$ cat config.mk
export PLATFORM = sky130hd
export DESIGN_NAME = lru_page_frame_replacer_core
export DESIGN_NICKNAME = d
export VERILOG_FILES = /design/src/rtl/lrupr_pkg.sv /design/src/rtl/lrupr_select.sv /design/src/rtl/lrupr_frame_store.sv /design/src/rtl/lru_page_frame_replacer_core.sv
export SDC_FILE = /design/constraint.sdc
export NUM_CORES = 1
export LEC_CHECK = 0
export BUFFER_PORTS_ARGS = -buffer_cell sky130_fd_sc_hd__buf_4
export CORE_ASPECT_RATIO = 0.7
export CORE_UTILIZATION = 60
export CTS_CLUSTER_SIZE = 16
export DETAILED_ROUTE_END_ITERATION = 6
export HOLD_SLACK_MARGIN = 0.06
export PLACE_DENSITY_LB_ADDON = 0.2
export SLEW_MARGIN = 20
export SYNTH_ARGS = -nofsm -noshare
export SYNTH_HDL_FRONTEND = slang
export SYNTH_SLANG_ARGS = --single-unit
$ cat constraint.sdc
create_clock -name clk -period 5.3 [get_ports clk]
set_input_delay 0.53 -clock clk [delete_from_list [all_inputs] [get_ports clk]]
set_output_delay 0.53 -clock clk [all_outputs]
set_load 0.03 [all_outputs]
$ cat src/rtl/lrupr_pkg.sv
// ----------------------------------------------------------------------------
// lrupr_pkg: shared types and constants for the lru page frame replacer
// frame table geometry, field widths and the update record passed between
// the lookup logic and the frame store
// ----------------------------------------------------------------------------
`default_nettype none

package lrupr_pkg;

  // frame table geometry
  localparam int MAX_FRAMES = 8;
  localparam int PAGE_BITS  = 16;
  localparam int SLOT_W     = (MAX_FRAMES > 1) ? $clog2(MAX_FRAMES) : 1;
  localparam int AGE_W      = SLOT_W;
  localparam int CNT_W      = $clog2(MAX_FRAMES + 1);

  // configuration register
  localparam int              CFG_W     = 4;
  localparam logic [CFG_W-1:0] CFG_RESET = 4'd3;
  localparam int              NUM_W     = (CNT_W > CFG_W) ? CNT_W : CFG_W;

  // stream field widths
  localparam int IN_TDATA_W  = 16;
  localparam int OUT_SLOT_W  = 3;
  localparam int OUT_PAGE_W  = 16;
  localparam int FAULT_W     = 32;
  localparam int OUT_FIELD_W = 1 + OUT_SLOT_W + 1 + OUT_PAGE_W + FAULT_W;
  localparam int OUT_TDATA_W = ((OUT_FIELD_W + 7) / 8) * 8;
  localparam int OUT_PAD_W   = OUT_TDATA_W - OUT_FIELD_W;

  typedef logic [PAGE_BITS-1:0] page_t;
  typedef logic [AGE_W-1:0]     age_t;
  typedef logic [SLOT_W-1:0]    slot_t;
  typedef logic [FAULT_W-1:0]   fault_t;

  typedef page_t [MAX_FRAMES-1:0] page_vec_t;
  typedef age_t  [MAX_FRAMES-1:0] age_vec_t;

  // outcome of one reference
  typedef struct packed {
    logic  hit;
    logic  evict;
    slot_t slot;
  } upd_t;

endpackage

`default_nettype wire

$ cat src/rtl/lrupr_select.sv
// ----------------------------------------------------------------------------
// lrupr_select: combinational lookup for one page reference
// finds the hit frame, the lowest empty frame or the oldest frame, and
// works out the next age ranks and fault count
// ----------------------------------------------------------------------------
`default_nettype none

module lrupr_select (
  input  wire logic [lrupr_pkg::CFG_W-1:0]      frames_in_use,
  input  wire lrupr_pkg::page_vec_t             frame_page,
  input  wire logic [lrupr_pkg::MAX_FRAMES-1:0] frame_valid,
  input  wire lrupr_pkg::age_vec_t              frame_age,
  input  wire lrupr_pkg::fault_t                fault_count,
  input  wire lrupr_pkg::page_t                 page,
  output lrupr_pkg::upd_t                       upd,
  output lrupr_pkg::age_vec_t                   age_nxt,
  output lrupr_pkg::fault_t                     fault_nxt,
  output lrupr_pkg::page_t                      evicted_page
);

  logic [lrupr_pkg::NUM_W-1:0]      n_raw;
  logic [lrupr_pkg::NUM_W-1:0]      n_act;
  logic [lrupr_pkg::MAX_FRAMES-1:0] active;
  logic                             hit_found;
  logic                             empty_found;
  lrupr_pkg::slot_t                 hit_slot;
  lrupr_pkg::slot_t                 empty_slot;
  lrupr_pkg::slot_t                 old_slot;
  lrupr_pkg::slot_t                 slot;
  lrupr_pkg::age_t                  hit_age;
  logic                             bump;

  // clamp frame count to 1..MAX_FRAMES
  always_comb begin
    n_raw = lrupr_pkg::NUM_W'(frames_in_use);
    if (n_raw == '0) begin
      n_act = lrupr_pkg::NUM_W'(1);
    end else if (n_raw > lrupr_pkg::NUM_W'(lrupr_pkg::MAX_FRAMES)) begin
      n_act = lrupr_pkg::NUM_W'(lrupr_pkg::MAX_FRAMES);
    end else begin
      n_act = n_raw;
    end
  end

  // priority searches, lowest index wins
  always_comb begin
    hit_found   = 1'b0;
    empty_found = 1'b0;
    hit_slot    = '0;
    empty_slot  = '0;
    old_slot    = '0;
    for (int i = lrupr_pkg::MAX_FRAMES - 1; i >= 0; i--) begin
      active[i] = lrupr_pkg::NUM_W'(i) < n_act;
      if (active[i] && frame_valid[i] && frame_page[i] == page) begin
        hit_found = 1'b1;
        hit_slot  = lrupr_pkg::SLOT_W'(i);
      end
      if (active[i] && !frame_valid[i]) begin
        empty_found = 1'b1;
        empty_slot  = lrupr_pkg::SLOT_W'(i);
      end
      // ranks of a full set are a permutation of 0..n-1, oldest is n-1
      if (active[i] && frame_valid[i] &&
          lrupr_pkg::NUM_W'(frame_age[i]) == n_act - lrupr_pkg::NUM_W'(1)) begin
        old_slot = lrupr_pkg::SLOT_W'(i);
      end
    end
  end

  always_comb begin
    if (hit_found) begin
      slot = hit_slot;
    end else if (empty_found) begin
      slot = empty_slot;
    end else begin
      slot = old_slot;
    end
    hit_age = frame_age[hit_slot];

    upd.hit   = hit_found;
    upd.evict = !hit_found && !empty_found;
    upd.slot  = slot;

    // on a hit only younger frames age; on a miss every valid frame ages
    for (int i = 0; i < lrupr_pkg::MAX_FRAMES; i++) begin
      bump = active[i] && frame_valid[i] && (lrupr_pkg::SLOT_W'(i) != slot) &&
             (!hit_found || frame_age[i] < hit_age);
      if (lrupr_pkg::SLOT_W'(i) == slot) begin
        age_nxt[i] = '0;
      end else if (bump) begin
        age_nxt[i] = frame_age[i] + lrupr_pkg::AGE_W'(1);
      end else begin
        age_nxt[i] = frame_age[i];
      end
    end

    if (hit_found || fault_count == '1) begin
      fault_nxt = fault_count;
    end else begin
      fault_nxt = fault_count + lrupr_pkg::FAULT_W'(1);
    end

    evicted_page = upd.evict ? frame_page[old_slot] : '0;
  end

endmodule

`default_nettype wire

$ cat src/rtl/lrupr_frame_store.sv
// ----------------------------------------------------------------------------
// lrupr_frame_store: frame table and fault counter registers
// holds pages, valid bits, age ranks, the frame count setting and the fault
// total; a configuration write empties the table
// ----------------------------------------------------------------------------
`default_nettype none

module lrupr_frame_store (
  input  wire logic                             clk,
  input  wire logic                             rst_n,
  input  wire logic                             cfg_wr_en,
  input  wire logic [lrupr_pkg::CFG_W-1:0]      cfg_wr_data,
  input  wire logic                             step,
  input  wire lrupr_pkg::page_t                 page,
  input  wire lrupr_pkg::upd_t                  upd,
  input  wire lrupr_pkg::age_vec_t              age_nxt,
  input  wire lrupr_pkg::fault_t                fault_nxt,
  output lrupr_pkg::page_vec_t                  frame_page,
  output logic [lrupr_pkg::MAX_FRAMES-1:0]      frame_valid,
  output lrupr_pkg::age_vec_t                   frame_age,
  output lrupr_pkg::fault_t                     fault_count,
  output logic [lrupr_pkg::CFG_W-1:0]           frames_in_use
);

  logic [lrupr_pkg::CFG_W-1:0]      frames_in_use_r;
  lrupr_pkg::page_vec_t             frame_page_r;
  logic [lrupr_pkg::MAX_FRAMES-1:0] frame_valid_r;
  lrupr_pkg::age_vec_t              frame_age_r;
  lrupr_pkg::fault_t                fault_count_r;

  always_ff @(posedge clk) begin
    if (!rst_n) begin
      frames_in_use_r <= lrupr_pkg::CFG_RESET;
      frame_valid_r   <= '0;
      frame_age_r     <= '0;
      fault_count_r   <= '0;
    end else if (cfg_wr_en) begin
      frames_in_use_r <= cfg_wr_data;
      frame_valid_r   <= '0;
      frame_age_r     <= '0;
      fault_count_r   <= '0;
    end else if (step) begin
      frame_valid_r[upd.slot] <= 1'b1;
      frame_age_r             <= age_nxt;
      fault_count_r           <= fault_nxt;
    end
  end

  // page payload, meaningful only under its valid bit
  always_ff @(posedge clk) begin
    if (step) begin
      frame_page_r[upd.slot] <= page;
    end
  end

  assign frame_page    = frame_page_r;
  assign frame_valid   = frame_valid_r;
  assign frame_age     = frame_age_r;
  assign fault_count   = fault_count_r;
  assign frames_in_use = frames_in_use_r;

  // referenced frame is resident and most recent afterwards
  a_touched_mru: assert property (@(posedge clk) disable iff (!rst_n)
    step && !cfg_wr_en |=> frame_valid_r[$past(upd.slot)] &&
                           frame_age_r[$past(upd.slot)] == '0)
    else $error("referenced frame not most recently used");

  // frames only empty through a configuration write
  a_valid_sticky: assert property (@(posedge clk) disable iff (!rst_n)
    !cfg_wr_en |=> (frame_valid_r & $past(frame_valid_r)) == $past(frame_valid_r))
    else $error("frame dropped without configuration write");

  // fault total never goes down between configuration writes
  a_fault_monotonic: assert property (@(posedge clk) disable iff (!rst_n)
    !cfg_wr_en |=> fault_count_r >= $past(fault_count_r))
    else $error("fault total decreased");

  // an eviction only happens when every active frame is occupied
  a_evict_full: assert property (@(posedge clk) disable iff (!rst_n)
    step && upd.evict |-> frame_valid_r[upd.slot] && !upd.hit)
    else $error("eviction from an empty frame or on a hit");

endmodule

`default_nettype wire

$ cat src/rtl/lru_page_frame_replacer_core.sv
// ----------------------------------------------------------------------------
// lru_page_frame_replacer_core: lru page replacement over a small frame set
// one page reference in, one hit/slot/eviction/fault-total result out
// ----------------------------------------------------------------------------
// The block takes one page reference per transfer and returns one result per
// reference. It sustains one reference per clock while out_tready stays high:
// every frame is compared in parallel and the age ranks are updated in the
// same cycle, so the frame table lookup and update loop sets the rate. A
// reference is held in the input register and then lands in the result
// register, from which the result is offered; the input keeps accepting while
// a result waits on a stalled output, until both registers hold an item.
// Writing cfg_wr_data (frame count, 0 acts as 1, above the table size acts as
// the table size) empties every frame and clears the fault total; write it
// only while no reference is in flight. After reset the frame count is 3 and
// no clearing pass is needed.
// ----------------------------------------------------------------------------
`default_nettype none

module lru_page_frame_replacer_core (
  input  wire logic                               clk,
  input  wire logic                               rst_n,
  // page reference stream
  input  wire logic                               in_tvalid,
  output logic                                    in_tready,
  input  wire logic [lrupr_pkg::IN_TDATA_W-1:0]   in_tdata,   // [15:0] page_number
  // result stream
  output logic                                    out_tvalid,
  input  wire logic                               out_tready,
  // [0] hit, [3:1] frame_slot, [4] evicted_valid, [20:5] evicted_page,
  // [52:21] fault_total, [55:53] zero
  output logic [lrupr_pkg::OUT_TDATA_W-1:0]       out_tdata,
  // frame count register
  input  wire logic                               cfg_wr_en,
  input  wire logic [lrupr_pkg::CFG_W-1:0]        cfg_wr_data
);

  // input register
  logic                 in_valid_r;
  lrupr_pkg::page_t     in_page_r;

  // result register
  logic                                out_valid_r;
  logic                                out_hit_r;
  logic [lrupr_pkg::OUT_SLOT_W-1:0]    out_slot_r;
  logic                                out_evict_r;
  logic [lrupr_pkg::OUT_PAGE_W-1:0]    out_page_r;
  lrupr_pkg::fault_t                   out_fault_r;

  // frame table view and lookup outcome
  lrupr_pkg::page_vec_t             frame_page;
  logic [lrupr_pkg::MAX_FRAMES-1:0] frame_valid;
  lrupr_pkg::age_vec_t              frame_age;
  lrupr_pkg::fault_t                fault_count;
  logic [lrupr_pkg::CFG_W-1:0]      frames_in_use;
  lrupr_pkg::upd_t                  upd;
  lrupr_pkg::age_vec_t              age_nxt;
  lrupr_pkg::fault_t                fault_nxt;
  lrupr_pkg::page_t                 evicted_page;

  logic advance;

  // the held reference moves on when the result register is free or draining
  assign advance   = in_valid_r && (!out_valid_r || out_tready);
  assign in_tready = !in_valid_r || advance;

  always_ff @(posedge clk) begin
    if (!rst_n) begin
      in_valid_r <= 1'b0;
    end else if (in_tready) begin
      in_valid_r <= in_tvalid;
    end
  end

  always_ff @(posedge clk) begin
    if (in_tready && in_tvalid) begin
      in_page_r <= lrupr_pkg::PAGE_BITS'(in_tdata);
    end
  end

  lrupr_select u_select (
    .frames_in_use (frames_in_use),
    .frame_page    (frame_page),
    .frame_valid   (frame_valid),
    .frame_age     (frame_age),
    .fault_count   (fault_count),
    .page          (in_page_r),
    .upd           (upd),
    .age_nxt       (age_nxt),
    .fault_nxt     (fault_nxt),
    .evicted_page  (evicted_page)
  );

  // table state commits in the same edge the result is captured, so the
  // next reference already sees it
  lrupr_frame_store u_frame_store (
    .clk           (clk),
    .rst_n         (rst_n),
    .cfg_wr_en     (cfg_wr_en),
    .cfg_wr_data   (cfg_wr_data),
    .step          (advance),
    .page          (in_page_r),
    .upd           (upd),
    .age_nxt       (age_nxt),
    .fault_nxt     (fault_nxt),
    .frame_page    (frame_page),
    .frame_valid   (frame_valid),
    .frame_age     (frame_age),
    .fault_count   (fault_count),
    .frames_in_use (frames_in_use)
  );

  always_ff @(posedge clk) begin
    if (!rst_n) begin
      out_valid_r <= 1'b0;
    end else if (advance) begin
      out_valid_r <= 1'b1;
    end else if (out_tready) begin
      out_valid_r <= 1'b0;
    end
  end

  always_ff @(posedge clk) begin
    if (advance) begin
      out_hit_r   <= upd.hit;
      out_slot_r  <= lrupr_pkg::OUT_SLOT_W'(upd.slot);
      out_evict_r <= upd.evict;
      out_page_r  <= lrupr_pkg::OUT_PAGE_W'(evicted_page);
      out_fault_r <= fault_nxt;
    end
  end

  assign out_tvalid = out_valid_r;
  assign out_tdata  = {{lrupr_pkg::OUT_PAD_W{1'b0}}, out_fault_r, out_page_r,
                       out_evict_r, out_slot_r, out_hit_r};

  // a result never reports both a hit and an eviction
  a_hit_no_evict: assert property (@(posedge clk) disable iff (!rst_n)
    out_valid_r |-> !(out_hit_r && out_evict_r))
    else $error("result shows hit and eviction together");

  // the input side is open whenever the result register is empty
  a_ready_when_empty: assert property (@(posedge clk) disable iff (!rst_n)
    !out_valid_r |-> in_tready)
    else $error("input stalled with empty result register");

endmodule

`default_nettype wire

After elaboration in Yosys (flattened, before gate mapping)
Index checks and enable logic that the tools add are counted.
{ "word_totals": {"ff_bits": 267, "input_bits": 25, "word_cells": 259} }
{ "classes": {"n_addsub": 10, "magnitude_cmp": 21, "n_eq_ne": 31, "muxes": 72, "bitwise": 2, "reduce_logical": 96} }
{ "op_table": {"columns": ["op", "count"], "rows": [
  ["3-bit 2-to-1 mux", 43],
  ["128-bit bitwise mux", 1],
  ["16-bit == test", 8],
  ["1-bit logical AND", 52],
  ["16-bit binary-select mux with 3-bit select", 1],
  ["16-bit demux with 3-bit select", 1],
  ["32-bit by 1-bit adder with 32-bit output (second input constant)", 1],
  ["3-bit by 4-bit == test with 1-bit output", 8],
  ["32-bit == test (second input constant)", 1],
  ["16-bit 2-to-1 mux", 2],
  ["32-bit 2-to-1 mux", 1],
  ["3-bit by 1-bit adder with 3-bit output (second input constant)", 8],
  ["3-bit less-than comparator", 8],
  ["1-bit 2-to-1 mux", 19],
  ["2-bit nonzero test", 9],
  ["3-bit by 4-bit less-than comparator with 1-bit output (first input constant)", 4],
  ["2-bit AND reduction", 8],
  ["3-bit == test (first input constant)", 4],
  ["1-bit zero test", 12],
  ["3-bit by 4-bit less-than comparator with 1-bit output (second input constant)", 3],
  ["3-bit != test (first input constant)", 4],
  ["1-bit logical OR", 11],
  ["3-bit binary-select mux with 3-bit select", 1],
  ["1-bit by 4-bit less-than comparator with 1-bit output (first input constant)", 2],
  ["other kinds (16)", 20]
]} }

Logic depth before layout (Yosys ltp)
Gate-level depths: netlist of run 1.
{ "depth": {"ltp_word": 21, "mapped_depth": 23, "ltp_nobuf": 21} }

By module
A second synthesis of run 1 with hierarchy kept.
{ "unflattened": {"cells_unflattened": 1388, "hier_area_um2": 15318.4} }
{ "modules_own_cells": {"columns": ["mod", "instances", "cells_each", "area_per_inst_um2", "seq_area_each_um2"], "rows": [
  ["lrupr_select", 1, 950, 6761.5, 0.0],
  ["lrupr_frame_store", 1, 354, 6339.8, 5205.0],
  ["lru_page_frame_replacer_core", 1, 84, 2217.1, 2112.0]
]} }

Worst setup path before layout of run 1
OpenSTA, ideal clock, no wires.
{ "synth_path": {"path_type": "register -> register", "start": "reg u_frame_store.frames_in_use_r (netlist bit u_frame_store.frames_in_use[2])", "end": "reg u_frame_store.frame_age_r (netlist bit u_frame_store.frame_age[21])", "setup_ns": 0.121, "arrival_ns": 4.703, "setup_slack_ns": 0.476, "path_stages_with_launch": 21, "n_path_buf": 1, "period_less_slack_ns": 4.824, "path_cell_list": "dfxtp_1 buf_2 o21ba_2 nor2_1 inv_1 ha_1 nor2b_1 o21ai_1 nor4b_1 nand2_1 nor3b_1 nor3_1 nor2_1 a211oi_1 a21oi_1 a21oi_1 ha_1 a41o_1 a31oi_1 a211oi_2 mux2_2"} }
{ "synth_via": {"elab_chain_len": 21, "elab_cells_between_ends": 107} }
{ "synth_rtl": {"columns": ["item", "line_no", "source"], "rows": [
  ["start: declaration", "lrupr_frame_store.sv:25", "logic [lrupr_pkg::CFG_W-1:0] frames_in_use_r;"],
  ["start signal: assignment", "lrupr_frame_store.sv:33", "frames_in_use_r <= lrupr_pkg::CFG_RESET;"],
  ["start signal: assignment", "lrupr_frame_store.sv:38", "frames_in_use_r <= cfg_wr_data;"],
  ["4-bit greater-than comparator", "lrupr_select.sv:38", "end else if (n_raw > lrupr_pkg::NUM_W'(lrupr_pkg::MAX_FRAMES)) begin"],
  ["4-bit 2-to-1 mux", "lrupr_select.sv:38", null],
  ["4-bit 2-to-1 mux *", "lrupr_select.sv:36", "if (n_raw == '0) begin"],
  ["3-bit by 4-bit less-than comparator with 1-bit output or 4-bit by 1-bit subtractor with 4-bit output (tied branches)", "lrupr_select.sv:53, lrupr_select.sv:64", null],
  ["1-bit logical AND or 3-bit by 4-bit == test with 1-bit output (tied branches)", null, null],
  ["1-bit logical AND, on equally long branches", "lrupr_select.sv:54, lrupr_select.sv:63", null],
  ["3-bit 2-to-1 mux, on equally long branches (8 in a row)", "lrupr_select.sv:54, lrupr_select.sv:63", null],
  ["3-bit binary-select mux with 3-bit select or 3-bit 2-to-1 mux (tied branches)", "lrupr_select.sv:78, lrupr_select.sv:73", null],
  ["3-bit 2-to-1 mux, on equally long branches", "lrupr_select.sv:78, lrupr_select.sv:71", null],
  ["3-bit less-than comparator or 3-bit != test (tied branches)", "lrupr_select.sv:87, lrupr_select.sv:86", null],
  ["1-bit logical OR or 1-bit logical AND (tied branches)", "lrupr_select.sv:87, lrupr_select.sv:86", null],
  ["1-bit logical AND", "lrupr_select.sv:86", "bump = active[i] && frame_valid[i] && (lrupr_pkg::SLOT_W'(i) != slot) &&"],
  ["2-bit nonzero test (no source line)", null, null],
  ["2-bit AND reduction (no source line)", null, null],
  ["end signal: assignment", "lrupr_frame_store.sv:44", "frame_age_r <= age_nxt;"],
  ["end: declaration", "lrupr_frame_store.sv:28", "lrupr_pkg::age_vec_t frame_age_r;"]
]} }
Every way passes the cells marked *; elsewhere a longest branch is shown, timed or not. The select of a mux whose other input is x is not followed.
A chain may end at the register's enable or synchronous reset.

Worst setup path after layout of run 1
{ "layout_path": {"start": "reg u_frame_store.frames_in_use_r (netlist bit u_frame_store.frames_in_use[1])", "end": "reg u_frame_store.frame_age_r (netlist bit u_frame_store.frame_age[3])"} }
{ "layout_via": {"elab_chain_len": 21, "elab_cells_between_ends": 107} }
{ "layout_rtl": {"columns": ["item", "line_no"], "rows": [
  ["4-bit greater-than comparator", "lrupr_select.sv:38"],
  ["4-bit 2-to-1 mux", "lrupr_select.sv:38"],
  ["4-bit 2-to-1 mux *", "lrupr_select.sv:36"],
  ["3-bit by 4-bit less-than comparator with 1-bit output or 4-bit by 1-bit subtractor with 4-bit output (tied branches)", "lrupr_select.sv:53, lrupr_select.sv:64"],
  ["1-bit logical AND or 3-bit by 4-bit == test with 1-bit output (tied branches)", "lrupr_select.sv:54, lrupr_select.sv:63, lrupr_select.sv:64"],
  ["1-bit logical AND, on equally long branches", "lrupr_select.sv:54, lrupr_select.sv:63"],
  ["3-bit 2-to-1 mux, on equally long branches (8 in a row)", "lrupr_select.sv:54, lrupr_select.sv:63"],
  ["3-bit binary-select mux with 3-bit select or 3-bit 2-to-1 mux (tied branches)", "lrupr_select.sv:78, lrupr_select.sv:73"],
  ["3-bit 2-to-1 mux, on equally long branches", "lrupr_select.sv:78, lrupr_select.sv:71"],
  ["3-bit less-than comparator or 1-bit by 3-bit != test with 1-bit output (tied branches)", "lrupr_select.sv:87, lrupr_select.sv:86"],
  ["1-bit logical OR or 1-bit logical AND (tied branches)", "lrupr_select.sv:87, lrupr_select.sv:86"],
  ["1-bit logical AND", "lrupr_select.sv:86"],
  ["2-bit nonzero test (no source line)", null],
  ["2-bit AND reduction (no source line)", null]
]} }
Marked as above.

==> impl_metrics.tcl, run 1 <==
set metrics [dict create \
    outcome "complete, no violations" \
    timing.critical_path.slowest_cell_delay_ns 0.42 \
    initial_utilization 0.613 \
    vias 11000 \
    finish.utilization 0.691 \
    leakagePower_nw 6.00 \
    min_path_cells 1 \
    vias_in_the_first_global_route 10100 \
    ctsRootBufferMaster "clkbuf_16" \
    place.detailed.hpwl_mm 29.0 \
    async_reset_ff_frac 0 \
    post_cts_hold_buffer_count 0 \
    timing.critical_path.cells "o21ba_2, nor2_2, inv_1, ha_1, or3b_1, nand2_1, nor4b_1, nand4_1, nand2_1, nor3_1, buf_4, mux2i_1, a211oi_1, a21oi_2, buf_4, ha_1, inv_1, a211oi_1, o22ai_1, a211oi_1, mux2_2" \
    post-place-ws_ns 0.238 \
    drt-pass1-iter-count 5 \
    setup.reg_to_reg.worst_slack_ns 0.36 \
    peakVddDrop_mv 0.312 \
    first_pass_grt_wire_length_mm 60.0 \
    die-width_um 188 \
    finalWeightedCongestion 0.957 \
    worstHoldEndpoint "in_page_r[7]$_DFFE_PP_" \
    worst_setup_path_startpoint "u_frame_store.frames_in_use[1]$_SDFFE_PN1P_" \
    drc 0 \
    cts_tree "built" \
    crit_path_frequent_cell "a211oi_1" \
    placed_cell_area_mm2 0.0156 \
    worst_case_reg_to_reg_path_depth 21 \
    hold_start "in_tdata[7]" \
    worstSkewPairLatency_ns 0.54 \
    postSynth.topFlopCell "edfxtp_1" \
    required_ns 5.78 \
    clk_path_buf_depth 3 \
    grt.total_usage 0.318 \
    rows 47 \
    clkSlewWorstSetupHoldPaths_ns 0.07 \
    cell_area_after_layout_mm2 0.0164 \
    max_slew.worst_pin.slew_ns 1.07 \
    end_kind "flop" \
    timing.critical_path.fanout_max 9 \
    finalHoldViolations 0 \
    post_route_cells_drive_above_1_share 0.165 \
    insertedDiodeCount 0 \
    start_kind "flop" \
    drtAntennaViolNets 0 \
    timing.max_cap.violations 0 \
    yosysSeqAreaShare 0.504 \
    synth_edf_count 197 \
    synth_area_mm2 0.0145 \
    endpoints_failing_setup 0 \
    detail_route.iter0.violations 1259 \
    area_growth_pct 12.9 \
    htree_num_levels 1 \
    relSlewSlack 0.276 \
    die-height_um 132 \
    clock.fmax_mhz 202 \
    timing.setup.critical_path_class "reg -> reg" \
    post_cts_resized 0 \
    timing.critical_path.arrival_ns 5.42 \
    cp_slowest_cell "a211oi_1" \
    vias_per_cell 6.29 \
    tritoncts_buffer_count 26 \
    routed_wire_length_per_instance_um 22.7 \
    floorplan.die_area_mm2 0.0248 \
    postCtsSetupBuffers 0 \
    setup_tns_ns 0 \
    drt_wl_total_mm 39.6 \
    r2r_end "u_frame_store.frame_age[3]$_SDFFE_PP0P_" \
    setup_skew_ns 0.0140 \
    yosysWarnings 0 \
    r2r_start "u_frame_store.frames_in_use[1]$_SDFFE_PN1P_" \
    post_synth.cell_area_avg_um2 11.0 \
    yosys_register_bits 267 \
    io_pins 83 \
    core_area_mm2 0.0237 \
    final.min_clock_period_ns 4.94 \
    yosys.cell_types.count 85 \
    rsz0062_at_grt "false" \
    power_density_over_the_cells_mw_per_mm2 279 \
    min_path_type "in -> reg" \
    grt_max_degree 46 \
    grt_antenna_before_repair 0 \
    overflow 0 \
    worst_slack_ns 0.358 \
    post_synth_inst_count 1319 \
    cts.sink_count 267 \
    place.port_buffers 79 \
    fin_crit_sh 0.932 \
    maxSlewViolCount 0 \
    design.final.nets 1448 \
]
[final cells by class]
type,instances,area [um2]
tap,318,398
timing repair buffer,120,938
clock buffer,43,787
fill,1783,7320
multi-input combinational,968,6850
sequential,267,7320
clock inverter,5,25.0
inverter,19,71.3
[routing by layer]
| layer | track usage | part of all wire | vias to the layer above |
|---|---|---|---|
| li1 | - | - | 5040 |
| met1 | 0.516 | 0.47 | 5278 |
| met2 | 0.428 | 0.40 | 595 |
| met3 | 0.0838 | 0.12 | 39 |
| met4 | 0.0488 | 0.014 | 0 |
| met5 | 0 | 0 | - |
[how the worst max path moves through the flow]
stage | endpoint
floorplan | u_frame_store.frame_age[21]$_SDFFE_PP0P_
global placement | u_frame_store.frame_age[2]$_SDFFE_PP0P_
detailed placement | u_frame_store.frame_age[2]$_SDFFE_PP0P_
CTS | u_frame_store.frame_age[2]$_SDFFE_PP0P_
global route | u_frame_store.fault_count[31]$_SDFFE_PP0P_
finish | u_frame_store.frame_age[3]$_SDFFE_PP0P_
[kinds of logic after synthesis]
family / share of synthesized area
other: 0.000258
adders and majority gates: 0.0181
muxes: 0.0527
and+or+nand+nor: 0.160
xor gates and xnor gates: 0.125
buffers and inverters: 0.0284
DFF: 0.504
AOI/OAI and AO/OA: 0.110
[worst max-delay path: cells and delay by family (launching register included)]
family	cells	cell delay [ns]
compound gates	6	1.47
buf+inv	4	0.52
fa+ha+maj	2	0.52
mux	2	0.35
flops	1	0.36
simple gates	7	1.67
[cell usage in the layout (no fill, tap or decap), types with 5 or more instances in the layout]
cell,instances
or2_2,10
a211oi_1,9
clkinv_2,5
nor3_1,30
nand3_1,36
nor3_2,6
o21ai_0,22
and2_1,8
nor2b_1,14
dfxtp_1,70
o211ai_1,24
a21o_1,13
a21oi_1,44
a211o_1,25
xnor2_1,89
nand2b_1,10
nand4_1,37
nor2_1,103
a31oi_1,9
or3_1,16
clkbuf_16,28
clkbuf_1,12
mux2i_1,36
o22a_1,5
nor4_1,33
nor3b_1,8
mux2_2,36
buf_4,117
inv_1,16
edfxtp_1,197
xor2_1,106
o21ai_1,8
o21a_1,7
o22ai_1,6
nand2_1,97
ha_1,21
and3_1,12
[cell usage after synthesis, drive strengths merged (31+ instances only)]
cell type    n  area, um2
nor4        35        225
nand3       36        180
nor3        36        190
xor2       106        928
mux2i       36        360
xnor2       89        780
nor2       105        394
mux2        36        405
a21oi       45        225
nand2       98        368
dfxtp       70       1400
edfxtp     197       5920
nand4       38        244
clkbuf      31        118
o21ai       31        159
buf         36        223
[power by group]
group	total, mW	internal (mW)	switching [mW]
combinational	0.446	0.158	0.288
clock	1.79	1.01	0.776
sequential	2.34	2.29	0.0513
[flip-flops by register name (all words and copies together), names as in the netlist]
signal / count
out_page_r: 16
u_frame_store.fault_count: 32
u_frame_store.frame_age: 24
u_frame_store.frames_in_use: 4
u_frame_store.frame_valid: 8
out_hit_r: 1
out_fault_r: 32
u_frame_store.frame_page: 128
out_evict_r: 1
in_valid_r: 1
out_tvalid: 1
out_slot_r: 3
in_page_r: 16
[stage by stage]
stage | power [mW] | std cells | hold WS, ns
3_5_place_dp | 2.82 | 1692 | 0.490
2_1_floorplan | 2.66 | 1321 | 0.448
3_3_place_gp | 2.81 | 1692 | 0.467
5_1_grt | 4.70 | 1740 | 0.158
6_report | 4.57 | 1740 | 0.169
4_1_cts | 4.58 | 1740 | 0.157
Note: power is estimated with default switching activity, not from simulation.
==> run 2, diff against run 1 <==
- CTS_BUF_LIST: unset -> sky130_fd_sc_hd__clkbuf_8
==> run 2 against run 1 <==
  * Non-clock buffer count stayed put
  * Register-to-register slack worse by 0.09 ns
  * Via count is 1.2% higher
  * Largest power group unchanged
  * Count of clock-buffer cells in the layout is 2 higher
  * Setup slack worse by 0.089 ns
  * Flip-flop and latch count stayed put
==> impl_metrics.tcl, run 2 (same netlist as run 1, synthesis figures left out) <==
set metrics [dict create \
    finalHoldViolations 0 \
    first_pass_grt_wire_length_mm 60.3 \
    insertedDiodeCount 0 \
    min_path_type "in -> reg" \
    floorplan.die_area_mm2 0.0248 \
    place.port_buffers 79 \
    timing.setup.critical_path_class "reg -> reg" \
    place.detailed.hpwl_mm 29.0 \
    mostFrequentLayoutCells "edfxtp_1, buf_4, xor2_1, nor2_1, nand2_1" \
    worstSkewPairLatency_ns 0.56 \
    timing.max_cap.violations 0 \
    setup.reg_to_reg.worst_slack_ns 0.27 \
    setup_skew_ns 0.0457 \
    design.final.nets 1464 \
    setup.worst_path.end "u_frame_store.fault_count[31]$_SDFFE_PP0P_" \
    drt-pass1-iter-count 6 \
    die-width_um 188 \
    timing.critical_path.cells "o21ba_2, nor2_1, inv_1, ha_1, nor2b_1, o21ai_1, nor4b_2, and4_2, or3_1, nor3_2, nand4b_1, nor4_2, buf_4, nand3_1, nor3_1, xnor2_1, nor2_1" \
    r2r_end "u_frame_store.fault_count[31]$_SDFFE_PP0P_" \
    n_fill_cell 1792 \
    drt_wl_total_mm 39.9 \
    finalWeightedCongestion 0.957 \
    post_route_cells_drive_above_1_share 0.173 \
    vias 11100 \
    clock.fmax_mhz 199 \
    worst_case_reg_to_reg_path_depth 17 \
    grt_antenna_before_repair 0 \
    relSlewSlack 0.349 \
    routed_wire_length_per_instance_um 22.6 \
    clk_path_buf_depth 3 \
    crit_path_frequent_cell "nor2_1" \
    post_cts_resized 0 \
    required_ns 5.72 \
    htree_num_levels 2 \
    drc 0 \
    max_slew.worst_pin.slew_ns 0.974 \
    placed_cell_area_mm2 0.0156 \
    ctsRootBufferMaster "clkbuf_8" \
    cts_tree "built" \
    r2r_start "u_frame_store.frames_in_use[1]$_SDFFE_PN1P_" \
    end_kind "flop" \
    post_cts_hold_buffer_count 0 \
    peakVddDrop_mv 0.209 \
    setup_tns_ns 0 \
    sequential_cell_area_mm2 0.00732 \
    start_kind "flop" \
    vias_per_cell 6.27 \
    max_reg_flops 128 \
    endpoints_failing_setup 0 \
    io_pins 83 \
    vias_in_the_first_global_route 10200 \
    worst_setup_path_startpoint "u_frame_store.frames_in_use[1]$_SDFFE_PN1P_" \
    grt.total_usage 0.320 \
    layout_commonest_cell "edfxtp_1" \
    postCtsSetupBuffers 0 \
    final.min_clock_period_ns 5.03 \
    fin_crit_sh 0.949 \
    overflow 0 \
    area_growth_pct 12.7 \
    totalPowerFinal_mw 4.43 \
    core_area_mm2 0.0237 \
    power_density_over_the_cells_mw_per_mm2 271 \
    rows 47 \
    grt_max_degree 46 \
    multi_input_logic_area_mm2 0.00686 \
    rsz0062_at_grt "false" \
    tritoncts_buffer_count 42 \
    timing.critical_path.arrival_ns 5.45 \
    drtAntennaViolNets 0 \
    clkSlewWorstSetupHoldPaths_ns 0.07 \
    die-height_um 132 \
    hold_ws_ns 0.164 \
    detail_route.iter0.violations 1306 \
    timing.critical_path.slowest_cell_delay_ns 0.62 \
    cell_area_after_layout_mm2 0.0164 \
    cts.sink_count 267 \
    cp_slowest_cell "nand4b_1" \
    timing.critical_path.fanout_max 11 \
    outcome "complete, no violations" \
    numPlacedInstances 1692 \
    initial_utilization 0.613 \
    leakagePower_nw 6.06 \
    maxSlewViolCount 0 \
    layoutNonFillerInstCount 1768 \
]
[run 2: cell types whose count changed in the layout (fill, tap and decap cells not counted), moves of 9 or more]
cell / change
clkbuf_8: +42
clkbuf_16: -28
inv_1: +16
clkbuf_1: -12
clkinv_1: +9
[run 2: worst min path at each step]
stage                                                            from                                          end  slack, ns  cells past startpoint
final                                                     in_tdata[9]                       in_page_r[9]$_DFFE_PP_       0.16                      1
after global routing                                      in_tdata[9]                       in_page_r[9]$_DFFE_PP_       0.14                      1
after CTS                                                 in_tdata[9]                       in_page_r[9]$_DFFE_PP_       0.14                      1
after detailed placement  u_frame_store.frames_in_use[0]$_SDFFE_PN1P_  u_frame_store.frames_in_use[0]$_SDFFE_PN1P_       0.49                      2
after global placement    u_frame_store.frames_in_use[0]$_SDFFE_PN1P_  u_frame_store.frames_in_use[0]$_SDFFE_PN1P_       0.47                      2
after floorplan           u_frame_store.frames_in_use[0]$_SDFFE_PN1P_  u_frame_store.frames_in_use[0]$_SDFFE_PN1P_       0.45                      2
[run 2: worst max-delay path, delay by kind of cell, from the launching register on]
kind / cells / cell delay (ns)
AO/OA/AOI/OAI: 2 / 0.80
XOR/XNOR: 1 / 0.15
adder cells (fa/ha/maj): 1 / 0.25
buffers and inverters: 2 / 0.33
flip-flops: 1 / 0.42
AND/OR/NAND/NOR: 11 / 2.97
[run 2: through the flow]
stage                     setup WS [ns]  utilization
after detailed placement          0.238        0.656
after CTS                         0.234        0.689
after floorplan                   0.476            -
final                             0.269        0.690
after global placement            0.471        0.656
after global routing             0.0304        0.690
[run 2: final cells by class]
type,instances,area share
clock inverter,31,0.00979
tap,318,0.0243
inverter,19,0.00436
clock buffer,45,0.0379
timing repair buffer,120,0.0574
multi-input combinational,968,0.419
sequential,267,0.447
[run 2: power breakdown]
part           switching, mW  total (mW)  internal, mW
Sequential            0.0518        2.34          2.29
Clock                  0.813        1.65         0.835
Combinational          0.289       0.447         0.158
[run 2: routing by layer]
metal / vias to the layer above / wire [um] / global-route usage
li1: 5086 / - / -
met1: 5335 / 18500 / 0.518
met2: 601 / 15700 / 0.426
met3: 60 / 5110 / 0.0870
met4: 0 / 573 / 0.0574
met5: - / 0 / 0
